$ cat config.mk
export PLATFORM = sky130hd
export DESIGN_NAME = mcrw_front
export DESIGN_NICKNAME = d
export VERILOG_FILES = /design/src/hdl/motor_current_rms_window_macros.svh /design/src/hdl/mcrw_pkg.sv /design/src/hdl/mcrw_front.sv
export SDC_FILE = /design/constraint.sdc
export NUM_CORES = 2
export LEC_CHECK = 0
export ABC_AREA = 1
export BUFFER_PORTS_ARGS = -buffer_cell sky130_fd_sc_hd__buf_2
export CAP_MARGIN = 30
export CORE_AREA = 2 2 344 346
export CTS_BUF_LIST = sky130_fd_sc_hd__clkbuf_4 sky130_fd_sc_hd__clkbuf_8
export CTS_CLUSTER_SIZE = 28
export DETAILED_ROUTE_END_ITERATION = 8
export DIE_AREA = 0 0 346 348
export GPL_TIMING_DRIVEN = 0
export MAX_ROUTING_LAYER = met4
export PLACE_DENSITY = 0.74
export SLEW_MARGIN = 10
export SYNTH_ARGS = -nofsm -noshare
export SYNTH_HDL_FRONTEND = slang
export SYNTH_SLANG_ARGS = --single-unit
export TNS_END_PERCENT = 20
$ cat constraint.sdc
create_clock -name clk -period 8 [get_ports clk]
set_input_delay 0.4 -clock clk [delete_from_list [all_inputs] [get_ports clk]]
set_output_delay 0.4 -clock clk [all_outputs]
set_load 0.01 [all_outputs]
$ cat src/hdl/motor_current_rms_window_macros.svh
// Assertion macros shared by the motor current RMS window RTL.
// Each macro expects signals named clk and arst_n in the module that uses it.
`ifndef MOTOR_CURRENT_RMS_WINDOW_MACROS_SVH
`define MOTOR_CURRENT_RMS_WINDOW_MACROS_SVH
`ifndef SYNTHESIS
// Property that must hold at every clock edge outside reset.
`define MCRW_ASSERT(lbl, prop, msg) \
	lbl: assert property (@(posedge clk) disable iff (!arst_n) prop) else $error(msg);
// Condition that must never be seen outside reset.
`define MCRW_NEVER(lbl, expr, msg) \
	lbl: assert property (@(posedge clk) disable iff (!arst_n) !(expr)) else $error(msg);
`else
`define MCRW_ASSERT(lbl, prop, msg)
`define MCRW_NEVER(lbl, expr, msg)
`endif
`endif

$ cat src/hdl/mcrw_pkg.sv
package mcrw_pkg;

	localparam int SPW_DEFAULT = 10;

	localparam int RAW_W = 12;
	localparam int NUM_FIELDS = 6;
	localparam int CUR_W = 16;
	localparam int MV_W = 15;
	localparam int MAG_W = 15;
	localparam int SQ_W = 30;
	localparam int TERM_W = 33;
	localparam int RMS_W = 15;
	localparam int OFS_W = 13;
	localparam int NUM_W = 28;
	localparam int QUO_W = 16;

	localparam int FIFO_DEPTH = 2;

	localparam int IN_TDATA_W = 72;
	localparam int OUT_TDATA_W = 160;
	localparam int CFG_IDX_W = 8;

	localparam logic [CFG_IDX_W-1:0] REG_OFFSET_A = 8'd0;
	localparam logic [CFG_IDX_W-1:0] REG_OFFSET_B = 8'd1;

	localparam int CUR_SCALE = 50000;
	localparam int CUR_BIAS = 25000;
	localparam int VOLT_SCALE = 20000;
	localparam int AUX_MID = 2048;
	// The root of the window sum is divided by 10, which equals dividing the
	// sum by 100 before taking the square root.
	localparam int RMS_DIV = 10;

	// Reciprocal of 4095: exact for every numerator below 2^28.
	localparam int RECIP_SH = 40;
	localparam int RECIP_W = 29;
	localparam logic [63:0] RECIP_4095_64 = ((64'd1 << RECIP_SH) + 64'd4094) / 64'd4095;
	localparam logic [RECIP_W-1:0] RECIP_4095 = RECIP_W'(RECIP_4095_64);

	localparam logic [RMS_W-1:0] RMS_MAX = '1;

	typedef struct packed {
		logic [CUR_W-1:0] cur_a;
		logic [CUR_W-1:0] cur_b;
		logic [SQ_W-1:0]  sq_a;
		logic [SQ_W-1:0]  sq_b;
		logic [MV_W-1:0]  motor_mv;
		logic [MV_W-1:0]  batt_mv;
		logic [MV_W-1:0]  aux_mv_a;
		logic [MV_W-1:0]  aux_mv_b;
	} mcrw_item_t;

	// floor(num / 4095) by multiplication with the reciprocal.
	function automatic logic [QUO_W-1:0] div4095(input logic [NUM_W-1:0] num);
		logic [NUM_W+RECIP_W-1:0] prod;
		prod = {{RECIP_W{1'b0}}, num} * {{NUM_W{1'b0}}, RECIP_4095};
		return prod[RECIP_SH +: QUO_W];
	endfunction

endpackage

$ cat src/hdl/mcrw_front.sv
module mcrw_front (
	input  logic                                clk,
	input  logic                                arst_n,
	input  logic                                in_valid,
	output logic                                in_ready,
	input  logic [mcrw_pkg::IN_TDATA_W-1:0]     in_data,
	input  logic [mcrw_pkg::OFS_W-1:0]          offset_a,
	input  logic [mcrw_pkg::OFS_W-1:0]          offset_b,
	input  logic                                fifo_full,
	output logic                                push,
	output mcrw_pkg::mcrw_item_t                push_item
);
	import mcrw_pkg::*;

	logic v_s1, v_s2, v_s3, v_s4;
	logic accept;

	logic [RAW_W-1:0] raw [NUM_FIELDS];
	logic [NUM_W-1:0] num_c [NUM_FIELDS];
	logic [12:0]      aux_d [2];
	logic [NUM_W-1:0] aux_n [2];

	logic [NUM_W-1:0] num_s1 [NUM_FIELDS];
	logic [1:0]       neg_s1;
	logic [QUO_W-1:0] q_s2 [NUM_FIELDS];
	logic [1:0]       neg_s2;

	logic [17:0]      cw_a, cw_b;
	logic [CUR_W-1:0] mag_a_full, mag_b_full, aux_a_full, aux_b_full;

	logic [CUR_W-1:0] cur_a_s3, cur_b_s3;
	logic [MAG_W-1:0] mag_a_s3, mag_b_s3;
	logic [MV_W-1:0]  motor_s3, batt_s3, aux_a_s3, aux_b_s3;

	mcrw_item_t item_s4;

	// One word at a time runs through the four stages.
	assign in_ready = !(v_s1 || v_s2 || v_s3 || v_s4) && !fifo_full;
	assign accept = in_valid && in_ready;
	assign push = v_s4;
	assign push_item = item_s4;

	always_comb begin
		for (int i = 0; i < NUM_FIELDS; i++) begin
			raw[i] = in_data[i*RAW_W +: RAW_W];
		end
		num_c[0] = NUM_W'(raw[0]) * NUM_W'(CUR_SCALE);
		num_c[1] = NUM_W'(raw[1]) * NUM_W'(CUR_SCALE);
		num_c[2] = NUM_W'(raw[2]) * NUM_W'(VOLT_SCALE);
		num_c[3] = NUM_W'(raw[3]) * NUM_W'(VOLT_SCALE);
		// Bipolar inputs: divide the magnitude and restore the sign later,
		// so the quotient truncates toward zero.
		for (int i = 0; i < 2; i++) begin
			aux_d[i] = {1'b0, raw[4+i]} - 13'(AUX_MID);
			aux_n[i] = {{(NUM_W-13){aux_d[i][12]}}, aux_d[i]} * NUM_W'(VOLT_SCALE)
				+ NUM_W'(AUX_MID);
			num_c[4+i] = aux_n[i][NUM_W-1] ? (NUM_W'(0) - aux_n[i]) : aux_n[i];
		end
	end

	always_comb begin
		cw_a = {2'b00, q_s2[0]} - 18'(CUR_BIAS) - {{(18-OFS_W){offset_a[OFS_W-1]}}, offset_a};
		cw_b = {2'b00, q_s2[1]} - 18'(CUR_BIAS) - {{(18-OFS_W){offset_b[OFS_W-1]}}, offset_b};
		mag_a_full = cw_a[CUR_W-1] ? (CUR_W'(0) - cw_a[CUR_W-1:0]) : cw_a[CUR_W-1:0];
		mag_b_full = cw_b[CUR_W-1] ? (CUR_W'(0) - cw_b[CUR_W-1:0]) : cw_b[CUR_W-1:0];
		aux_a_full = neg_s2[0] ? (CUR_W'(0) - q_s2[4]) : q_s2[4];
		aux_b_full = neg_s2[1] ? (CUR_W'(0) - q_s2[5]) : q_s2[5];
	end

	always_ff @(posedge clk or negedge arst_n) begin
		if (!arst_n) begin
			v_s1 <= 1'b0;
			v_s2 <= 1'b0;
			v_s3 <= 1'b0;
			v_s4 <= 1'b0;
		end else begin
			v_s1 <= accept;
			v_s2 <= v_s1;
			v_s3 <= v_s2;
			v_s4 <= v_s3;
		end
	end

	always_ff @(posedge clk) begin
		if (accept) begin
			num_s1 <= num_c;
			neg_s1 <= {aux_n[1][NUM_W-1], aux_n[0][NUM_W-1]};
		end
		if (v_s1) begin
			for (int i = 0; i < NUM_FIELDS; i++) begin
				q_s2[i] <= div4095(num_s1[i]);
			end
			neg_s2 <= neg_s1;
		end
		if (v_s2) begin
			cur_a_s3 <= cw_a[CUR_W-1:0];
			cur_b_s3 <= cw_b[CUR_W-1:0];
			mag_a_s3 <= mag_a_full[MAG_W-1:0];
			mag_b_s3 <= mag_b_full[MAG_W-1:0];
			motor_s3 <= q_s2[2][MV_W-1:0];
			batt_s3  <= q_s2[3][MV_W-1:0];
			aux_a_s3 <= aux_a_full[MV_W-1:0];
			aux_b_s3 <= aux_b_full[MV_W-1:0];
		end
		if (v_s3) begin
			item_s4.cur_a    <= cur_a_s3;
			item_s4.cur_b    <= cur_b_s3;
			item_s4.sq_a     <= {{(SQ_W-MAG_W){1'b0}}, mag_a_s3} * {{(SQ_W-MAG_W){1'b0}}, mag_a_s3};
			item_s4.sq_b     <= {{(SQ_W-MAG_W){1'b0}}, mag_b_s3} * {{(SQ_W-MAG_W){1'b0}}, mag_b_s3};
			item_s4.motor_mv <= motor_s3;
			item_s4.batt_mv  <= batt_s3;
			item_s4.aux_mv_a <= aux_a_s3;
			item_s4.aux_mv_b <= aux_b_s3;
		end
	end

endmodule

==> run metrics <==
CTS max path bufs 3; cell accounting for the most synthesized area ha_1; die area 120000 um^2; outcome completed; Max Clk Rate 0.144 GHz; Worst Tran Pin Value 0.835 ns; grt ovf 0; Mapped Avg Cell Area 9.01 um^2; Die Span Y 348 um; initial antenna violation count 16; CTS tree done; largest net degree at the start of global routing 56; Final setup viols 0; Fillers 9938; commonest non-fill, non-tap cell in the layout inv_1; RSZ-0062 raised after global routing false; DR WL/cell 16.1 um; root buffer cell clkbuf_8; Mapped Area 65900 um^2; Final Hold Viols 0; worst-path fanout max 10; DRT antenna net count 0; core area 117000 um^2; gr usage total 25.9%; HP Class primary input to flop; clk_skew 0.0379 ns; top cell type's share of synthesized area 27.8%; Final Critical Period 6.93 ns; clock-pin transition on the worst setup and hold timing paths 0.07 ns; final slew viol count 0; crit share post-route 86.6%; CP peak stage delay 0.55 ns; CTS Buf Count 86; post-CTS resize count 0; placed wire-length estimate 128000 um; critical path's most frequent cell fa_1; element type at the critical path start flop; die width 346 um; GPL Wtd Cong 0.959; vias 49.6k; hold_buf cts 23; kind of critical path flop to flop; asr flop ratio synth 0.791%; vias per cell 5.33; row count 126; Post-synth EDFFs 502; buffers and inverters on the worst path 6; CP top delay family adder cells; htree depth 3; Post-Synthesis Cells 7313; crit-path cells clkbuf_1, clkbuf_1, nand2_1, fa_1, inv_1, fa_1, fa_1, inv_1, fa_1, fa_1, fa_1, inv_1, ha_1, nand2_1, nor2_1, inv_1, nor3_1, a21oi_1, o21ai_0, nand3_1, nand2_1, nand3_1, nand2_1, xor2_1; CP max-delay cell fa_1; P&R area growth vs syn 8.32%; final net count 9759; largest cells by area after synthesis ha_1 28%, edfxtp_1 23%, fa_1 15%; share of cells above drive strength 1 6.56%; Sum Neg Setup Slack 0 ns; CP Data Arrival Time 7.52 ns; Synth Flop Type edfxtp_1; max cap viols 0; Clock Latency Late Sink 0.80 ns; most frequent cells in the layout 1596 x inv_1, 1467 x ha_1, 1160 x nand2_1, 503 x fa_1, 502 x edfxtp_1; Netlist cell types 61; Starting Density 56.3%; yosys warns 0; number of synthesized register bits 506; PortBufs 253; slew margin rel. 43.8%; Setup crit end kind flop; # Post-CTS Setup Buffers 0; DR iter-0 viols 2777; drc violations 0; final wirelength 149000 um; global-route wire length before repair 245000 um; sequential-to-total area share from yosys stat 23.0%; CTS Sinks 506; I/O pin count 256; Pre-Repair DR Iteration Count 8; vias in the first global route 50.1k; CP required 8.59 ns
cell usage after synthesis (all sizes together), types with 11 or more instances:
cell	number
a21boi	20
a21o	32
a21oi	373
a31oi	61
and2	12
buf	12
clkbuf	38
edfxtp	502
fa	503
ha	1467
inv	1601
nand2	1186
nand3	217
nand3b	11
nand4	75
nor2	442
nor3	78
nor4	18
o211ai	17
o21a	22
o21ai	208
o21bai	18
o31ai	18
xnor2	89
xor2	228
per-layer routing:
| layer | global-route usage (%) | up-vias | part of all wire, % |
|---|---|---|---|
| li1 | - | 24700 | - |
| met1 | 33.6 | 23600 | 45 |
| met2 | 42.6 | 1085 | 47 |
| met3 | 3.67 | 209 | 5.4 |
| met4 | 6.76 | 0 | 2.1 |
| met5 | - | - | 0 |
registers in the layout (all words and copies together) (netlist names):
name	count
q_s2	92
cur_a_s3	16
mag_a_s3	14
num_s1	138
aux_a_s3	15
v_s1	1
v_s2	1
push_item	148
push	1
neg_s2	2
mag_b_s3	14
neg_s1	2
motor_s3	15
v_s3	1
cur_b_s3	16
batt_s3	15
aux_b_s3	15
kinds of logic after synthesis:
logic type	synth area share (%)
AND/OR/NAND/NOR	13.2
adder cells (fa/ha/maj)	43.1
buffers and inverters	9.51
AO/OA/AOI/OAI	6.87
flip-flops	23.0
XOR/XNOR	4.22
multiplexers	0.0342
other	0.00569
area by class of cell:
class	instances	area, um^2	area share [%]
Sequential cell	506	15200	21.3
Multi-Input combinational cell	5153	44500	62.3
Clock inverter	41	382	0.535
Clock buffer	114	1410	1.98
Buffer	50	240	0.336
Inverter	1605	6030	8.45
Tap cell	1536	1920	2.69
Antenna cell	17	42.5	0.0596
Timing Repair Buffer	285	1710	2.39
stage by stage:
stage	worst slack (ns)	instances	hold slack, ns	utilization, %	area [um^2]
2_1_floorplan	1.22	7314	0.104	-	65900
3_5_place_dp	1.11	9112	0.216	59.3	69300
6_report	1.07	9307	0.0572	61.0	71400
4_1_cts	1.11	9290	0.000645	61.0	71400
5_1_grt	0.702	9304	0.0376	61.0	71400
3_3_place_gp	-1.50	9103	0.206	59.1	69100
final timing paths:
path	cells past startpoint	slack, ns	start	endpoint
min	2	0.06	in_data[28]	num_s1[93]
max	24	1.07	mag_b_s3[12]	push_item[84]
min reg2reg	0	0.41	aux_a_s3[1]	push_item[16]
max reg2reg	24	1.07	mag_b_s3[12]	push_item[84]
min in group asynchronous	3	0.54	arst_n	v_s1
max in group asynchronous	3	7.24	arst_n	v_s3
Power is not shown: default switching activity piles up to over one toggle a cycle in this logic, so the estimate is an artifact.
