### config.mk
export PLATFORM = sky130hd
export DESIGN_NAME = mcrw_fifo
export DESIGN_NICKNAME = d
export VERILOG_FILES = /design/src/hdl/mcrw_pkg.sv /design/src/hdl/mcrw_fifo.sv
export VERILOG_INCLUDE_DIRS = /design/src /design/src/hdl
export SDC_FILE = /design/constraint.sdc
export NUM_CORES = 1
export LEC_CHECK = 0
export BUFFER_PORTS_ARGS = -buffer_cell sky130_fd_sc_hd__buf_4
export CAP_MARGIN = 5
export CORE_MARGIN = 3
export CORE_UTILIZATION = 56
export CTS_CLUSTER_SIZE = 16
export DETAILED_ROUTE_END_ITERATION = 8
export GPL_TIMING_DRIVEN = 0
export PLACE_DENSITY = 0.82
export SYNTH_ARGS = -nofsm -noshare
export SYNTH_HDL_FRONTEND = slang
export SYNTH_SLANG_ARGS = --single-unit
### constraint.sdc
create_clock -name clk -period 18.6 [get_ports clk]
set_clock_uncertainty 0.05 [all_clocks]
set_input_delay 0.93 -clock clk [delete_from_list [all_inputs] [get_ports clk]]
set_output_delay 0.93 -clock clk [all_outputs]
set_load 0.01 [all_outputs]
### src/hdl/motor_current_rms_window_macros.svh
// Assertion macros shared by the motor current RMS window RTL.
// Each macro expects signals named clk and arst_n in the module that uses it.
`ifndef MOTOR_CURRENT_RMS_WINDOW_MACROS_SVH
`define MOTOR_CURRENT_RMS_WINDOW_MACROS_SVH
`ifndef SYNTHESIS
// Property that must hold at every clock edge outside reset.
`define MCRW_ASSERT(lbl, prop, msg) \
	lbl: assert property (@(posedge clk) disable iff (!arst_n) prop) else $error(msg);
// Condition that must never be seen outside reset.
`define MCRW_NEVER(lbl, expr, msg) \
	lbl: assert property (@(posedge clk) disable iff (!arst_n) !(expr)) else $error(msg);
`else
`define MCRW_ASSERT(lbl, prop, msg)
`define MCRW_NEVER(lbl, expr, msg)
`endif
`endif

### src/hdl/mcrw_pkg.sv
package mcrw_pkg;

	localparam int SPW_DEFAULT = 10;

	localparam int RAW_W = 12;
	localparam int NUM_FIELDS = 6;
	localparam int CUR_W = 16;
	localparam int MV_W = 15;
	localparam int MAG_W = 15;
	localparam int SQ_W = 30;
	localparam int TERM_W = 33;
	localparam int RMS_W = 15;
	localparam int OFS_W = 13;
	localparam int NUM_W = 28;
	localparam int QUO_W = 16;

	localparam int FIFO_DEPTH = 2;

	localparam int IN_TDATA_W = 72;
	localparam int OUT_TDATA_W = 160;
	localparam int CFG_IDX_W = 8;

	localparam logic [CFG_IDX_W-1:0] REG_OFFSET_A = 8'd0;
	localparam logic [CFG_IDX_W-1:0] REG_OFFSET_B = 8'd1;

	localparam int CUR_SCALE = 50000;
	localparam int CUR_BIAS = 25000;
	localparam int VOLT_SCALE = 20000;
	localparam int AUX_MID = 2048;
	// The root of the window sum is divided by 10, which equals dividing the
	// sum by 100 before taking the square root.
	localparam int RMS_DIV = 10;

	// Reciprocal of 4095: exact for every numerator below 2^28.
	localparam int RECIP_SH = 40;
	localparam int RECIP_W = 29;
	localparam logic [63:0] RECIP_4095_64 = ((64'd1 << RECIP_SH) + 64'd4094) / 64'd4095;
	localparam logic [RECIP_W-1:0] RECIP_4095 = RECIP_W'(RECIP_4095_64);

	localparam logic [RMS_W-1:0] RMS_MAX = '1;

	typedef struct packed {
		logic [CUR_W-1:0] cur_a;
		logic [CUR_W-1:0] cur_b;
		logic [SQ_W-1:0]  sq_a;
		logic [SQ_W-1:0]  sq_b;
		logic [MV_W-1:0]  motor_mv;
		logic [MV_W-1:0]  batt_mv;
		logic [MV_W-1:0]  aux_mv_a;
		logic [MV_W-1:0]  aux_mv_b;
	} mcrw_item_t;

	// floor(num / 4095) by multiplication with the reciprocal.
	function automatic logic [QUO_W-1:0] div4095(input logic [NUM_W-1:0] num);
		logic [NUM_W+RECIP_W-1:0] prod;
		prod = {{RECIP_W{1'b0}}, num} * {{NUM_W{1'b0}}, RECIP_4095};
		return prod[RECIP_SH +: QUO_W];
	endfunction

endpackage

### src/hdl/mcrw_fifo.sv
`include "motor_current_rms_window_macros.svh"

module mcrw_fifo #(
	parameter int DEPTH = mcrw_pkg::FIFO_DEPTH
) (
	input  logic                 clk,
	input  logic                 arst_n,
	input  logic                 push,
	input  mcrw_pkg::mcrw_item_t push_item,
	input  logic                 pop,
	output mcrw_pkg::mcrw_item_t pop_item,
	output logic                 full,
	output logic                 empty
);
	import mcrw_pkg::*;

	localparam int PTR_W = (DEPTH > 1) ? $clog2(DEPTH) : 1;
	localparam int CNT_W = $clog2(DEPTH + 1);

	mcrw_item_t       slot_q [DEPTH];
	logic [PTR_W-1:0] wr_ptr_q, rd_ptr_q;
	logic [CNT_W-1:0] count_q;

	assign full = (count_q == CNT_W'(DEPTH));
	assign empty = (count_q == '0);
	assign pop_item = slot_q[rd_ptr_q];

	always_ff @(posedge clk or negedge arst_n) begin
		if (!arst_n) begin
			wr_ptr_q <= '0;
			rd_ptr_q <= '0;
			count_q  <= '0;
		end else begin
			if (push) begin
				wr_ptr_q <= (wr_ptr_q == PTR_W'(DEPTH - 1)) ? '0 : wr_ptr_q + 1'b1;
			end
			if (pop) begin
				rd_ptr_q <= (rd_ptr_q == PTR_W'(DEPTH - 1)) ? '0 : rd_ptr_q + 1'b1;
			end
			if (push && !pop) begin
				count_q <= count_q + 1'b1;
			end else if (pop && !push) begin
				count_q <= count_q - 1'b1;
			end
		end
	end

	always_ff @(posedge clk) begin
		if (push) begin
			slot_q[wr_ptr_q] <= push_item;
		end
	end

	`MCRW_NEVER(a_push_full, push && full, "word pushed into a full queue")
	`MCRW_NEVER(a_pop_empty, pop && empty, "word popped from an empty queue")
	`MCRW_ASSERT(a_count_range, count_q <= CNT_W'(DEPTH), "queue count out of range")

endmodule

==> results.json, run 1 <==
{
  "maxSlewHeadroom_pct": 55.0,
  "fmax_mhz": 347,
  "path_cells": "buf_6 > buf_6 > buf_6 > mux2_4 > buf_4",
  "slowest_stage": "dfrtp_1",
  "maxSlewViolCount": 0,
  "grt_usage_pct": 19.8,
  "tightest_slew_ns": 0.676,
  "slowest_delay_ns": 0.34,
  "stdcell_area_sq_mm": 0.0152,
  "antenna_found_initial": 0,
  "rsz0062_at_grt": "no",
  "n_fill_cell": 1095,
  "postSynthCellCount": 489,
  "syn_to_final_growth_pct": 32.6,
  "p_leak_nw": 5.94,
  "cts_tree": "built",
  "cts.sinks": 308,
  "core-area_sq_mm": 0.0198,
  "cpMostUsedCell": "buf_6",
  "synth_warnings": 0,
  "crit_type": "reg -> out",
  "layout_common_cells": "buf_4, edfxtp_1, mux2_2",
  "vias": 5780,
  "grt_pass1_vias": 6278,
  "max_cap_viol_count": 0,
  "start_kind": "flop",
  "first_pass_iters": 4,
  "path_clk_slew_ns": 0.06,
  "syn_avg_cell_area_sq_um": 23.4,
  "post-route-period-util_pct": 15.5,
  "start_util_pct": 57.8,
  "remaining_drc_errors": 0,
  "place.gp.congestion": 0.772,
  "drt-initial-drc-count": 229,
  "crit_arrival_ns": 1.90,
  "die-area_sq_mm": 0.0222,
  "hpwl_mm": 16.1,
  "grt_pass1_wl_mm": 33.8,
  "hold_ws_ns": 0.129,
  "synth_area_leaders": "edfxtp_1, mux2_4, mux2_2, buf_6, dfrtp_1",
  "grt.overflow.total": 0,
  "ys_seq_area_share_pct": 80.7,
  "status": "finished, final reports clean",
  "rows": 51,
  "hp-class": "in -> async",
  "synth-seq-cells": 308,
  "cts_buffer_depth": 3,
  "ant_nets": 0,
  "ys_types": 13,
  "rr_worst_depth": 3,
  "syn-num-nets": 646,
  "synth_top_area_share_pct": 79.9,
  "synth_area_sq_mm": 0.0114,
  "die_y_microns": 149,
  "yosys.area.top_type": "edfxtp_1",
  "cp_max_fo": 10,
  "rr_startpoint": "wr_ptr_q$_DFFE_PN0P_",
  "setup_viol": 0,
  "r2r-end": "slot_q[0][64]$_DFFE_PP_",
  "boundaryPins": 310,
  "cts_buffers": 30,
  "root_buffer": "clkbuf_16",
  "reg2reg_slack_ns": 16.74,
  "final_common_cell": "buf_4",
  "hold_buffers": 0,
  "cts-htree-levels": 1,
  "cts_setup_buffers": 0,
  "finalHoldViolations": 0,
  "postPlaceCellArea_sq_mm": 0.0142,
  "die_width_microns": 149,
  "grt_max_degree": 65,
  "required_ns": 17.62,
  "viasPerCell": 5.14,
  "nets": 994,
  "ctsResizeCount": 0,
  "clock_latency_ns": 0.53,
  "wirelength_mm": 22.9,
  "n_antenna_cell": 0,
  "pwr_density_cell_mw_per_mm2": 151,
  "ir_drop_v": 0.000124,
  "layout-drive-gt1-share_pct": 61.5,
  "end_kind": "primary output",
  "wl_per_cell_microns": 20.3,
  "period_needed_ns": 2.88,
  "port_buffers": 309,
  "tns_ns": 0
}
cells in the mapped netlist:
library cell  instances
buf_6                 9
edfxtp_1            304
and2_1                1
mux2_2               82
nor2b_1               2
mux2_4               70
dfrtp_1               4
ha_1                  1
nor2_1                2
xnor2_1               1
inv_1                 1
buf_2                 8
xor2_1                4
cell type report:
type / count / area [sq um] / area share [%]
buffer: 17 / 141 / 0.933
clock buffer: 37 / 798 / 5.27
clock inverter: 18 / 109 / 0.718
inverter: 1 / 3.75 / 0.0248
multi-input combinational: 163 / 2070 / 13.6
sequential: 308 / 9230 / 60.9
tap: 265 / 332 / 2.19
timing repair buffer: 316 / 2470 / 16.3
per-stage QoR:
stage / std cells / total power, mW / worst slack (ns) / utilization [%]
floorplan: 489 / 1.43 / 10.36 / -
global placement: 1063 / 1.76 / 7.08 / 71.2
detailed placement: 1070 / 1.76 / 16.09 / 72.0
CTS: 1125 / 2.31 / 15.65 / 76.6
global route: 1125 / 2.38 / 15.63 / 76.6
finish: 1125 / 2.28 / 15.72 / 76.6
metal layers:
| metal | track usage [%] | share of wire (%) | vias to the layer above | routed length, microns |
|---|---|---|---|---|
| met5 | 0 | 0 | - | 0 |
| met4 | 5.58 | 2.7 | 0 | 612 |
| met3 | 8.81 | 11 | 41 | 2590 |
| met2 | 35.8 | 51 | 264 | 11700 |
| met1 | 21.0 | 35 | 2834 | 7970 |
| li1 | - | - | 2641 | - |
how the worst max path moves through the flow:
stage                              start                        to  slack (ns)
detailed placement                  push   slot_q[0][91]$_DFFE_PP_       16.09
global route        rd_ptr_q$_DFFE_PN0P_              pop_item[64]       15.63
finish              rd_ptr_q$_DFFE_PN0P_              pop_item[64]       15.72
global placement                    push  slot_q[0][131]$_DFFE_PP_        7.08
floorplan                           push    slot_q[0][0]$_DFFE_PP_       10.36
CTS                 rd_ptr_q$_DFFE_PN0P_              pop_item[64]       15.65
flip-flops by register name, indices dropped and copies added, names as in the netlist:
register  cells
count_q       2
rd_ptr_q      1
slot_q      304
wr_ptr_q      1
worst max-delay path, delay by kind of cell (launching register included):
family	cells	cell delay [ns]
flops	1	0.34
mux	1	0.33
buf+inv	4	0.69
where the power goes:
part           total (mW)  switching, mW  internal, mW
Clock               0.548          0.232         0.316
Combinational       0.783          0.362         0.421
Sequential          0.953         0.0333         0.920
logic make-up (layout without fill, tap and decap cells):
kind of cell / after synthesis / count (layout) / synth area share, %
xor gates and xnor gates: 5 / 5 / 0.383
adders and majority gates: 1 / 1 / 0.109
buffers and inverters: 18 / 389 / 1.27
DFF: 308 / 308 / 80.7
muxes: 152 / 152 / 17.3
and+or+nand+nor: 5 / 5 / 0.230
(Power assumes the default switching activity.)
==> inputs of run 2 (changes only) <==
--- a/config.mk
+++ b/config.mk
@@ -9,11 +9,11 @@
 export BUFFER_PORTS_ARGS = -buffer_cell sky130_fd_sc_hd__buf_4
 export CAP_MARGIN = 5
 export CORE_MARGIN = 3
-export CORE_UTILIZATION = 56
+export CORE_UTILIZATION = 52
 export CTS_CLUSTER_SIZE = 16
 export DETAILED_ROUTE_END_ITERATION = 8
 export GPL_TIMING_DRIVEN = 0
-export PLACE_DENSITY = 0.82
+export PLACE_DENSITY = 0.77
 export SYNTH_ARGS = -nofsm -noshare
 export SYNTH_HDL_FRONTEND = slang
 export SYNTH_SLANG_ARGS = --single-unit
==> constraint.sdc (replaced) <==
create_clock -name clk -period 3 [get_ports clk]
set_clock_uncertainty 0.05 [all_clocks]
set_input_delay 0.15 -clock clk [delete_from_list [all_inputs] [get_ports clk]]
set_output_delay 0.15 -clock clk [all_outputs]
set_load 0.01 [all_outputs]
==> run 2 against run 1 <==
  * Total power rose to 6.4 times the previous value
  * Combinational power increased to 6.6 times the previous value
  * Highest routed layer unchanged
  * Flip-flop and latch count is the same
  * Global-route usage grew 2.4 points
  * Core utilization up 2.2 points
  * Via count up 15%
  * First-iteration DRC count is 68% higher
  * Die area rose by 7.4%
==> results.json, run 2 (same netlist as run 1, synthesis figures left out) <==
{
  "wirelength_mm": 27.2,
  "hp-class": "in -> reg",
  "n_fill_cell": 1037,
  "port_buffers": 309,
  "rr_startpoint": "wr_ptr_q$_DFFE_PN0P_",
  "crit_type": "reg -> reg",
  "layout-drive-gt1-share_pct": 51.5,
  "r2r-end": "slot_q[0][115]$_DFFE_PP_",
  "cts.sinks": 308,
  "die_y_microns": 154,
  "viasPerCell": 5.15,
  "utilization_pct": 78.8,
  "nets": 1150,
  "hold_buffers": 156,
  "start_util_pct": 53.7,
  "cts_buffers": 30,
  "grt_pass1_wl_mm": 41.2,
  "die-area_sq_mm": 0.0238,
  "required_ns": 3.18,
  "start_kind": "flop",
  "maxSlewViolCount": 0,
  "cts_tree": "built",
  "hpwl_mm": 16.3,
  "pwr_density_cell_mw_per_mm2": 876,
  "swShare_pct": 27.9,
  "crit_arrival_ns": 2.32,
  "rsz0062_at_grt": "no",
  "grt_pass1_vias": 7256,
  "root_buffer": "clkbuf_16",
  "largest_reg_flops": 304,
  "setup_ws_ns": 0.860,
  "end_kind": "flop",
  "ant_nets": 0,
  "drt-initial-drc-count": 385,
  "p_clk_share_pct": 24.7,
  "crit_end": "slot_q[0][115]$_DFFE_PP_",
  "die_width_microns": 154,
  "period_needed_ns": 2.14,
  "path_clk_slew_ns": 0.06,
  "top_register": "slot_q",
  "place.gp.congestion": 0.799,
  "finalHoldViolations": 0,
  "p_int_mw": 10.6,
  "ctsResizeCount": 0,
  "layout_common_cells": "buf_4, edfxtp_1, dlygate4sd3_1",
  "rr_worst_depth": 4,
  "grt_max_degree": 71,
  "syn_to_final_growth_pct": 46.8,
  "tightest_slew_ns": 0.792,
  "status": "finished, final reports clean",
  "largestRegisters": "slot_q: 304 flops, count_q: 2 flops",
  "stdcell_area_sq_mm": 0.0168,
  "wl_per_cell_microns": 21.1,
  "post-route-period-util_pct": 71.3,
  "postPlaceCellArea_sq_mm": 0.0143,
  "reg2reg_slack_ns": 0.86,
  "cp_max_fo": 31,
  "remaining_drc_errors": 0,
  "core-area_sq_mm": 0.0213,
  "rows": 53,
  "final_common_cell": "buf_4",
  "hold_ws_ns": 0.285,
  "vias": 6647,
  "dpl_worst_slack_ns": 0.914,
  "antenna_found_initial": 1,
  "ir_drop_v": 0.000769,
  "max_cap_viol_count": 0,
  "p_sw_mw": 4.10,
  "grt.overflow.total": 0,
  "pwr-share-comb_pct": 34.9,
  "critPathLaunch": "wr_ptr_q$_DFFE_PN0P_",
  "first_pass_iters": 4,
  "fmax_mhz": 467,
  "boundaryPins": 310,
  "maxSlewHeadroom_pct": 47.1,
  "cts-htree-levels": 1,
  "cts_setup_buffers": 0,
  "setup_viol": 0,
  "cts_buffer_depth": 3,
  "clock_latency_ns": 0.53,
  "grt_usage_pct": 22.2,
  "seqPwrFrac_pct": 40.4,
  "p_leak_nw": 6.60
}
-- run 2: cell types whose count changed in the layout (fill, tap and decap cells not counted), sizes merged --
cell,delta
clkinvlp,-1
clkbuf,+5
bufinv,+2
diode,+1
dlygate4sd3,+156
clkinv,-7
-- run 2: worst max-delay path: stages (launching register included) --
cell and delay (ns):
dfrtp_1 0.43, nor2b_4 0.65, buf_16 0.26, buf_16 0.19, buf_12 0.21
-- run 2: through the flow --
stage | setup TNS [ns] | power [mW] | instances
after floorplan | -23.19 | 8.72 | 489
after detailed placement | 0 | 10.9 | 1080
after CTS | 0 | 14.7 | 1290
after global placement | -259.34 | 10.8 | 1073
after global routing | 0 | 15.3 | 1291
final | 0 | 14.7 | 1291
-- run 2: layout make-up --
class                      instances  area, sq um  area share (%)
timing repair buffer             472         4050            24.1
clock buffer                      42          817            4.87
sequential                       308         9230            55.0
clock inverter                    12          126           0.753
buffer                            17          141           0.842
inverter                           1         3.75          0.0224
antenna                            1         2.50          0.0149
tap                              275          344            2.05
multi-input combinational        163         2070            12.3
-- run 2: worst min-delay path by stage --
stage	from	endpoint	slack, ns	depth (start not counted)
finish	push_item[145]	slot_q[1][145]$_DFFE_PP_	0.28	2
CTS	push_item[42]	slot_q[1][42]$_DFFE_PP_	0.26	2
global route	push_item[34]	slot_q[1][34]$_DFFE_PP_	0.27	2
floorplan	arst_n	count_q[0]$_DFFE_PN0P_	-0.20	0
global placement	arst_n	wr_ptr_q$_DFFE_PN0P_	-0.10	1
detailed placement	arst_n	wr_ptr_q$_DFFE_PN0P_	-0.1	1
-- run 2: per-layer routing --
metal	global-route usage, %	routed length, microns
met3	6.10	2300
met1	26.5	10000
met2	39.5	14100
met5	0	0
met4	6.73	721
-- run 2: power by group through the flow --
stage / registers, mW / logic (mW) / clock network, mW
2_1_floorplan: 5.98 / 2.74 / 0
3_3_place_gp: 6.04 / 4.71 / 0
3_5_place_dp: 6.00 / 4.93 / 0
4_1_cts: 5.91 / 5.13 / 3.65
5_1_grt: 5.99 / 5.44 / 3.89
6_report: 5.94 / 5.13 / 3.63
