--- src/hdl/motor_current_rms_window_macros.svh ---
// Assertion macros shared by the motor current RMS window RTL.
// Each macro expects signals named clk and arst_n in the module that uses it.
`ifndef MOTOR_CURRENT_RMS_WINDOW_MACROS_SVH
`define MOTOR_CURRENT_RMS_WINDOW_MACROS_SVH
`ifndef SYNTHESIS
// Property that must hold at every clock edge outside reset.
`define MCRW_ASSERT(lbl, prop, msg) \
	lbl: assert property (@(posedge clk) disable iff (!arst_n) prop) else $error(msg);
// Condition that must never be seen outside reset.
`define MCRW_NEVER(lbl, expr, msg) \
	lbl: assert property (@(posedge clk) disable iff (!arst_n) !(expr)) else $error(msg);
`else
`define MCRW_ASSERT(lbl, prop, msg)
`define MCRW_NEVER(lbl, expr, msg)
`endif
`endif

--- src/hdl/mcrw_pkg.sv ---
package mcrw_pkg;

	localparam int SPW_DEFAULT = 10;

	localparam int RAW_W = 12;
	localparam int NUM_FIELDS = 6;
	localparam int CUR_W = 16;
	localparam int MV_W = 15;
	localparam int MAG_W = 15;
	localparam int SQ_W = 30;
	localparam int TERM_W = 33;
	localparam int RMS_W = 15;
	localparam int OFS_W = 13;
	localparam int NUM_W = 28;
	localparam int QUO_W = 16;

	localparam int FIFO_DEPTH = 2;

	localparam int IN_TDATA_W = 72;
	localparam int OUT_TDATA_W = 160;
	localparam int CFG_IDX_W = 8;

	localparam logic [CFG_IDX_W-1:0] REG_OFFSET_A = 8'd0;
	localparam logic [CFG_IDX_W-1:0] REG_OFFSET_B = 8'd1;

	localparam int CUR_SCALE = 50000;
	localparam int CUR_BIAS = 25000;
	localparam int VOLT_SCALE = 20000;
	localparam int AUX_MID = 2048;
	// The root of the window sum is divided by 10, which equals dividing the
	// sum by 100 before taking the square root.
	localparam int RMS_DIV = 10;

	// Reciprocal of 4095: exact for every numerator below 2^28.
	localparam int RECIP_SH = 40;
	localparam int RECIP_W = 29;
	localparam logic [63:0] RECIP_4095_64 = ((64'd1 << RECIP_SH) + 64'd4094) / 64'd4095;
	localparam logic [RECIP_W-1:0] RECIP_4095 = RECIP_W'(RECIP_4095_64);

	localparam logic [RMS_W-1:0] RMS_MAX = '1;

	typedef struct packed {
		logic [CUR_W-1:0] cur_a;
		logic [CUR_W-1:0] cur_b;
		logic [SQ_W-1:0]  sq_a;
		logic [SQ_W-1:0]  sq_b;
		logic [MV_W-1:0]  motor_mv;
		logic [MV_W-1:0]  batt_mv;
		logic [MV_W-1:0]  aux_mv_a;
		logic [MV_W-1:0]  aux_mv_b;
	} mcrw_item_t;

	// floor(num / 4095) by multiplication with the reciprocal.
	function automatic logic [QUO_W-1:0] div4095(input logic [NUM_W-1:0] num);
		logic [NUM_W+RECIP_W-1:0] prod;
		prod = {{RECIP_W{1'b0}}, num} * {{NUM_W{1'b0}}, RECIP_4095};
		return prod[RECIP_SH +: QUO_W];
	endfunction

endpackage

--- src/hdl/mcrw_isqrt.sv ---
module mcrw_isqrt #(
	parameter int W = 40
) (
	input  logic           clk,
	input  logic           arst_n,
	input  logic           start,
	input  logic [W-1:0]   value,
	output logic           busy,
	output logic           done,
	output logic [W/2-1:0] root
);

	logic [W-1:0] rem_q, res_q, bit_q;
	logic [W-1:0] trial, rem_n, res_n;
	logic         busy_q, done_q;

	assign busy = busy_q;
	assign done = done_q;
	assign root = res_q[W/2-1:0];

	// One result bit per cycle, classic digit-by-digit root.
	always_comb begin
		trial = res_q + bit_q;
		if (rem_q >= trial) begin
			rem_n = rem_q - trial;
			res_n = (res_q >> 1) + bit_q;
		end else begin
			rem_n = rem_q;
			res_n = res_q >> 1;
		end
	end

	always_ff @(posedge clk or negedge arst_n) begin
		if (!arst_n) begin
			busy_q <= 1'b0;
			done_q <= 1'b0;
		end else begin
			done_q <= 1'b0;
			if (start) begin
				busy_q <= 1'b1;
			end else if (busy_q && bit_q[0]) begin
				busy_q <= 1'b0;
				done_q <= 1'b1;
			end
		end
	end

	always_ff @(posedge clk) begin
		if (start) begin
			rem_q <= value;
			res_q <= '0;
			bit_q <= {2'b01, {(W-2){1'b0}}};
		end else if (busy_q) begin
			rem_q <= rem_n;
			res_q <= res_n;
			bit_q <= bit_q >> 2;
		end
	end

endmodule

--- src/hdl/mcrw_back.sv ---
`include "motor_current_rms_window_macros.svh"

module mcrw_back #(
	parameter int SAMPLES_PER_WINDOW = mcrw_pkg::SPW_DEFAULT
) (
	input  logic                               clk,
	input  logic                               arst_n,
	input  logic                               empty,
	output logic                               pop,
	input  mcrw_pkg::mcrw_item_t               item,
	output logic                               out_valid,
	input  logic                               out_ready,
	output logic [mcrw_pkg::OUT_TDATA_W-1:0]   out_data,
	output logic                               out_done
);
	import mcrw_pkg::*;

	localparam int SPW = SAMPLES_PER_WINDOW;
	localparam int CLOG = $clog2(SPW);
	localparam int CNT_W = CLOG;
	localparam int ACC_W = TERM_W + CLOG;
	localparam int RT_W = ACC_W + (ACC_W % 2);
	localparam int ROOT_W = RT_W / 2;
	localparam int K10 = ROOT_W + 4;
	localparam int R10_W = K10 - 2;
	localparam int Q10_W = ROOT_W - 3;
	localparam int CMP_W = (Q10_W > RMS_W) ? Q10_W : RMS_W;
	localparam logic [63:0] RECIP10_64 = ((64'd1 << K10) + 64'(RMS_DIV) - 64'd1) / 64'(RMS_DIV);
	localparam logic [R10_W-1:0] RECIP10 = R10_W'(RECIP10_64);
	localparam int CS_W = CUR_W + CLOG;
	localparam int ABS_W = CS_W - 1;
	localparam int KA = ABS_W + CLOG;
	localparam logic [63:0] RECIPA_64 = ((64'd1 << KA) + 64'(SPW) - 64'd1) / 64'(SPW);
	localparam logic [KA-1:0] RECIP_AVG = KA'(RECIPA_64);

	typedef enum logic [3:0] {
		S_IDLE = 4'b0001,
		S_ROOT = 4'b0010,
		S_WAIT = 4'b0100,
		S_FIN  = 4'b1000
	} back_state_t;

	back_state_t state_q;

	logic [CNT_W-1:0] cnt_q;
	logic [SQ_W-1:0]  prev_a_q, prev_b_q;
	logic [ACC_W-1:0] acc_a_q, acc_b_q;
	logic [CS_W-1:0]  csum_a_q, csum_b_q;
	logic [RMS_W-1:0] rms_a_q, rms_b_q;
	logic [CUR_W-1:0] avg_a_q, avg_b_q;
	logic             out_valid_q, done_q;
	logic [CUR_W-1:0] cur_a_q, cur_b_q;
	logic [MV_W-1:0]  motor_q, batt_q, aux_a_q, aux_b_q;

	logic              out_free;
	logic [SQ_W:0]     sum_a, sum_b;
	logic [TERM_W-1:0] term_a, term_b;
	logic [ACC_W-1:0]  acc_a_n, acc_b_n;
	logic [CS_W-1:0]   csum_a_n, csum_b_n;
	logic              last_sample;

	logic              sqrt_start;
	logic              busy_a, busy_b, done_a, done_b;
	logic [ROOT_W-1:0] root_a, root_b;

	logic [ABS_W-1:0]      abs_a, abs_b;
	logic [ABS_W+KA-1:0]   aprod_a_q, aprod_b_q;
	logic [ROOT_W+R10_W-1:0] rprod_a, rprod_b;
	logic [CMP_W-1:0]      q10_a, q10_b;
	logic [CUR_W-1:0]      aq_a, aq_b;

	assign out_free = !out_valid_q || out_ready;
	assign pop = (state_q == S_IDLE) && !empty && out_free;
	assign last_sample = (cnt_q == CNT_W'(SPW - 1));
	assign sqrt_start = (state_q == S_ROOT);

	always_comb begin
		// Trapezoid term (I^2 + Iprev^2) * 5 as a sum and a shifted sum.
		sum_a = {1'b0, item.sq_a} + {1'b0, prev_a_q};
		sum_b = {1'b0, item.sq_b} + {1'b0, prev_b_q};
		term_a = {2'b00, sum_a} + {sum_a, 2'b00};
		term_b = {2'b00, sum_b} + {sum_b, 2'b00};
		acc_a_n = acc_a_q + {{CLOG{1'b0}}, term_a};
		acc_b_n = acc_b_q + {{CLOG{1'b0}}, term_b};
		csum_a_n = csum_a_q + {{CLOG{item.cur_a[CUR_W-1]}}, item.cur_a};
		csum_b_n = csum_b_q + {{CLOG{item.cur_b[CUR_W-1]}}, item.cur_b};
	end

	always_comb begin
		abs_a = csum_a_q[CS_W-1] ? ABS_W'(CS_W'(0) - csum_a_q) : csum_a_q[ABS_W-1:0];
		abs_b = csum_b_q[CS_W-1] ? ABS_W'(CS_W'(0) - csum_b_q) : csum_b_q[ABS_W-1:0];
		rprod_a = {{R10_W{1'b0}}, root_a} * {{ROOT_W{1'b0}}, RECIP10};
		rprod_b = {{R10_W{1'b0}}, root_b} * {{ROOT_W{1'b0}}, RECIP10};
		q10_a = CMP_W'(rprod_a[K10 +: Q10_W]);
		q10_b = CMP_W'(rprod_b[K10 +: Q10_W]);
		aq_a = {1'b0, aprod_a_q[KA +: CUR_W-1]};
		aq_b = {1'b0, aprod_b_q[KA +: CUR_W-1]};
	end

	mcrw_isqrt #(.W(RT_W)) u_isqrt_a (
		.clk    (clk),
		.arst_n (arst_n),
		.start  (sqrt_start),
		.value  (RT_W'(acc_a_q)),
		.busy   (busy_a),
		.done   (done_a),
		.root   (root_a)
	);

	mcrw_isqrt #(.W(RT_W)) u_isqrt_b (
		.clk    (clk),
		.arst_n (arst_n),
		.start  (sqrt_start),
		.value  (RT_W'(acc_b_q)),
		.busy   (busy_b),
		.done   (done_b),
		.root   (root_b)
	);

	always_ff @(posedge clk or negedge arst_n) begin
		if (!arst_n) begin
			state_q     <= S_IDLE;
			cnt_q       <= '0;
			prev_a_q    <= '0;
			prev_b_q    <= '0;
			acc_a_q     <= '0;
			acc_b_q     <= '0;
			csum_a_q    <= '0;
			csum_b_q    <= '0;
			rms_a_q     <= '0;
			rms_b_q     <= '0;
			avg_a_q     <= '0;
			avg_b_q     <= '0;
			out_valid_q <= 1'b0;
			done_q      <= 1'b0;
		end else begin
			if (out_valid_q && out_ready) begin
				out_valid_q <= 1'b0;
			end
			unique case (state_q)
				S_IDLE: begin
					if (pop) begin
						prev_a_q <= item.sq_a;
						prev_b_q <= item.sq_b;
						acc_a_q  <= acc_a_n;
						acc_b_q  <= acc_b_n;
						csum_a_q <= csum_a_n;
						csum_b_q <= csum_b_n;
						if (last_sample) begin
							cnt_q       <= '0;
							out_valid_q <= 1'b0;
							state_q     <= S_ROOT;
						end else begin
							cnt_q       <= cnt_q + 1'b1;
							out_valid_q <= 1'b1;
							done_q      <= 1'b0;
						end
					end
				end
				S_ROOT: begin
					state_q <= S_WAIT;
				end
				S_WAIT: begin
					if (done_a && done_b) begin
						state_q <= S_FIN;
					end
				end
				S_FIN: begin
					rms_a_q <= (q10_a > CMP_W'(RMS_MAX)) ? RMS_MAX : q10_a[RMS_W-1:0];
					rms_b_q <= (q10_b > CMP_W'(RMS_MAX)) ? RMS_MAX : q10_b[RMS_W-1:0];
					avg_a_q <= csum_a_q[CS_W-1] ? (CUR_W'(0) - aq_a) : aq_a;
					avg_b_q <= csum_b_q[CS_W-1] ? (CUR_W'(0) - aq_b) : aq_b;
					acc_a_q <= '0;
					acc_b_q <= '0;
					csum_a_q <= '0;
					csum_b_q <= '0;
					out_valid_q <= 1'b1;
					done_q <= 1'b1;
					state_q <= S_IDLE;
				end
				default: begin
					state_q <= S_IDLE;
				end
			endcase
		end
	end

	always_ff @(posedge clk) begin
		if (pop) begin
			cur_a_q <= item.cur_a;
			cur_b_q <= item.cur_b;
			motor_q <= item.motor_mv;
			batt_q  <= item.batt_mv;
			aux_a_q <= item.aux_mv_a;
			aux_b_q <= item.aux_mv_b;
		end
		if (state_q == S_ROOT) begin
			aprod_a_q <= {{KA{1'b0}}, abs_a} * {{ABS_W{1'b0}}, RECIP_AVG};
			aprod_b_q <= {{KA{1'b0}}, abs_b} * {{ABS_W{1'b0}}, RECIP_AVG};
		end
	end

	assign out_valid = out_valid_q;
	assign out_done = done_q;
	assign out_data = {{(OUT_TDATA_W - 4*CUR_W - 6*MV_W){1'b0}},
		avg_b_q, avg_a_q, rms_b_q, rms_a_q, aux_b_q, aux_a_q, batt_q, motor_q, cur_b_q, cur_a_q};

	`MCRW_ASSERT(a_fin_emits, (state_q == S_FIN) |=> (out_valid_q && done_q && cnt_q == '0),
		"window close did not present a result")
	`MCRW_ASSERT(a_root_runs, (state_q == S_ROOT) |=> (busy_a && busy_b),
		"root units did not start")
	`MCRW_ASSERT(a_hold_stable, (out_valid_q && !out_ready) |=> ($stable(rms_a_q) && $stable(avg_b_q)),
		"held results changed under a stalled word")

endmodule

--- config.mk ---
export PLATFORM = sky130hd
export DESIGN_NAME = mcrw_back
export DESIGN_NICKNAME = d
export VERILOG_FILES = /design/src/hdl/mcrw_pkg.sv /design/src/hdl/mcrw_isqrt.sv /design/src/hdl/mcrw_back.sv
export VERILOG_INCLUDE_DIRS = /design/src /design/src/hdl
export SDC_FILE = /design/constraint.sdc
export NUM_CORES = 2
export LEC_CHECK = 0
export BUFFER_PORTS_ARGS = -buffer_cell sky130_fd_sc_hd__buf_2
export CELL_PAD_IN_SITES_DETAIL_PLACEMENT = 1
export CELL_PAD_IN_SITES_GLOBAL_PLACEMENT = 2
export CORE_MARGIN = 4
export CORE_UTILIZATION = 30
export CTS_CLUSTER_DIAMETER = 200
export DETAILED_ROUTE_END_ITERATION = 8
export PLACE_DENSITY_LB_ADDON = 0.15
export SKIP_CTS_REPAIR_TIMING = 1
export SLEW_MARGIN = 20
export SYNTH_ARGS = -nofsm -noshare
export SYNTH_HDL_FRONTEND = slang
export SYNTH_SLANG_ARGS = --single-unit
--- constraint.sdc ---
create_clock -name clk -period 7.6 [get_ports clk]
set_input_delay 1.14 -clock clk [delete_from_list [all_inputs] [get_ports clk]]
set_output_delay 1.14 -clock clk [all_outputs]
set_load 0.05 [all_outputs]
==> impl_metrics.toml <==
[worst_setup_path]
endpoint_kind = "flip-flop"
rrSetupSlack_ps = 310
timing.reg2reg.worst_path_depth = 33
reg2reg_to = "aprod_a_q[30]$_DFFE_PP_"
r2r_start = "csum_a_q[1]$_DFFE_PN0P_"
max_stage_delay_ps = 590
startpoint_type = "flip-flop"
required_ps = 8020
worst-path-max-fanout = 3
critPathKind = "flip-flop to flip-flop"
critPathArrivalTime_ps = 7720
worst_path_max_delay_cell = "fa_2"

[timing]
setup_violations = 0
grt_setup_unrepaired = "yes"
fin_crit_sh_pct = 96.0
slew_headroom_pct = 37.1
fmax_ghz = 0.137
max_slew.worst_pin.slew_ps = 944
min_period_ps = 7290
final-hold-violation-count = 0
slew_violations = 0
clock_skew_ps = 35.8
setup_ws_ps = 306

[clock_tree]
cts_tree = "yes"
cts.reportedPaths.clkPinSlew_ps = 60
cts_max_level = 3
clk_latency_ps = 690
cts_buffers = 83
cts_sinks = 562
cts_buffer_depth = 3
clockRootBuffer = "clkbuf_16"

[floorplan]
dieHeight_um = 457
start_util_pct = 30.2
rows = 164
core-area_mm2 = 0.200
die_width_um = 457
pin_count = 319
die_area_mm2 = 0.209

[logic_synthesis]
synthArstFlopShare_pct = 44.5
avgSynthCellArea_um2 = 9.09
ys_seq_elements = 562
ys_seq_area_share_pct = 23.9
netlist_area_mm2 = 0.0605
synth_cells = 6652
synth_ff_type = "dfrtp_1"
synth-edff-count = 196
synth_cell_types = 91
yosysWarnings = 0

[global_route]
overflow = 0
grt_pass1_wl_um = 287000
grt_pass1_vias = 51400
grt_max_degree = 145
grt_antenna_before_repair = 7
grtUsageTotal_pct = 16.8

[run_status]
outcome = "complete, no violations"

[drt]
wl_um = 177000
ant_nets = 0
vias_per_cell = 4.88
drc = 0
first_pass_iters = 5
post_drt_wl_per_cell_um = 18.1
vias = 47800
drtIter0Drc = 1796

[layout]
nNetsFinal = 8551
layout-drive-gt1-share_pct = 10.7
final_cell_area_mm2 = 0.0693
syn2layout_area_growth_pct = 14.5

[placed_design]
gp_congestion = 0.821
port_buffers = 312
placed_area_mm2 = 0.0661
hpwl_um = 143000
dp_slack_ps = -255

[run]
maxCapViolCount = 0

[worst_hold_path]
hp-class = "input pin to asynchronous set/reset pin"
[area by class of cell]
type,count,area (um^2)
fill,23200,131000
multi-input combinational,5039,42300
sequential,562,14500
tap,2656,3320
inverter,877,3300
timing repair buffer,498,3050
clock buffer,120,2330
clock inverter,35,478
antenna,4,10.0
[worst max-delay path, delay by kind of cell (launching register included)]
| kind | cells | cell delay [ps] |
|---|---|---|
| and+or+nand+nor | 5 | 1000 |
| adders and majority gates | 7 | 2970 |
| buffers and inverters | 9 | 760 |
| xor gates and xnor gates | 2 | 220 |
| DFF | 1 | 380 |
| AOI/OAI and AO/OA | 10 | 1700 |
[layer usage]
metal | GRT usage (%) | vias to the layer above | wire (um)
met5 | 0 | - | 13
met2 | 26.1 | 388 | 76900
met1 | 25.0 | 23400 | 92700
met3 | 1.92 | 148 | 4110
li1 | - | 23900 | -
met4 | 3.23 | 2 | 3150
[cell families (layout without fill, tap and decap cells)]
logic type | Yosys count | in the layout | synth area share (%)
xor+xnor | 489 | 489 | 7.09
mux | 67 | 67 | 1.12
other cells | 1 | 10 | 0.00620
flops | 562 | 562 | 23.9
fa+ha+maj | 1334 | 1334 | 32.6
compound gates | 1567 | 1567 | 16.4
buf+inv | 1056 | 1530 | 6.69
simple gates | 1576 | 1576 | 12.2
[how the worst max path moves through the flow]
stage | start | to | slack [ps] | cells after the start
after floorplan | csum_a_q[0]$_DFFE_PN0P_ | aprod_a_q[37]$_DFFE_PP_ | 50 | 32
after global placement | csum_a_q[1]$_DFFE_PN0P_ | aprod_a_q[37]$_DFFE_PP_ | -170 | 32
after detailed placement | item[60] | acc_b_q[32]$_DFFE_PN0P_ | -260 | 32
after CTS | csum_a_q[1]$_DFFE_PN0P_ | aprod_a_q[37]$_DFFE_PP_ | -270 | 32
after global routing | csum_a_q[1]$_DFFE_PN0P_ | aprod_a_q[37]$_DFFE_PP_ | -70 | 33
final | csum_a_q[1]$_DFFE_PN0P_ | aprod_a_q[30]$_DFFE_PP_ | 310 | 33
[sequential cells by signal (all words and copies together) (netlist names), 15 cells and up]
| register | count |
|---|---|
| u_isqrt_a.rem_q | 38 |
| u_isqrt_a.res_q | 38 |
| u_isqrt_b.rem_q | 38 |
| u_isqrt_b.res_q | 38 |
| acc_a_q | 37 |
| acc_b_q | 37 |
| prev_a_q | 30 |
| prev_b_q | 30 |
| csum_a_q | 20 |
| csum_b_q | 20 |
| u_isqrt_a.bit_q | 19 |
| u_isqrt_b.bit_q | 19 |
| avg_a_q | 16 |
| avg_b_q | 16 |
| cur_a_q | 16 |
| cur_b_q | 16 |
| aprod_a_q | 15 |
| aprod_b_q | 15 |
| aux_a_q | 15 |
| aux_b_q | 15 |
| batt_q | 15 |
| motor_q | 15 |
| rms_a_q | 15 |
| rms_b_q | 15 |
[cell usage after synthesis (94+ instances only)]
master    count  area (um^2)
dfxtp_1     116         2320
o21ai_0     433         2170
a31oi_1      94          588
xnor2_1     285         2500
ha_1        928        11600
dfrtp_1     249         6230
nand2_1     545         2050
a21o_1      160         1200
edfxtp_1    196         5890
a21oi_1     391         1960
fa_1        406         8130
nand3_1     190          951
inv_1       876         3290
nor2_1      360         1350
clkbuf_1    143          537
xor2_1      203         1780
[layout by cell type, fill, tap and decap left out, types with 60 or more instances in the layout]
| cell | count |
|---|---|
| ha_1 | 925 |
| inv_1 | 871 |
| nand2_1 | 545 |
| o21ai_0 | 427 |
| fa_1 | 401 |
| a21oi_1 | 387 |
| nor2_1 | 358 |
| buf_2 | 311 |
| xnor2_1 | 280 |
| dfrtp_1 | 247 |
| xor2_1 | 202 |
| edfxtp_1 | 196 |
| nand3_1 | 189 |
| buf_4 | 179 |
| a21o_1 | 160 |
| dfxtp_1 | 116 |
| a31oi_1 | 94 |
| clkbuf_16 | 83 |
| nor3_1 | 81 |
| nand2b_1 | 71 |
| o21bai_1 | 66 |
| mux2i_1 | 63 |
| o21a_1 | 60 |
[per-stage QoR]
step | util, % | hold WS [ps] | TNS, ps | instances
after floorplan | - | 450 | 0 | 6657
after global placement | 33.0 | 456 | -613 | 9624
after detailed placement | 33.0 | 465 | -2120 | 9624
after CTS | 34.4 | 309 | -1000 | 9779
after global routing | 34.6 | 330 | -356 | 9791
final | 34.6 | 340 | 0 | 9791
Power is left out: the tool's default activity adds up to more than one toggle a clock period on the data nets, which glitch-free logic cannot reach.
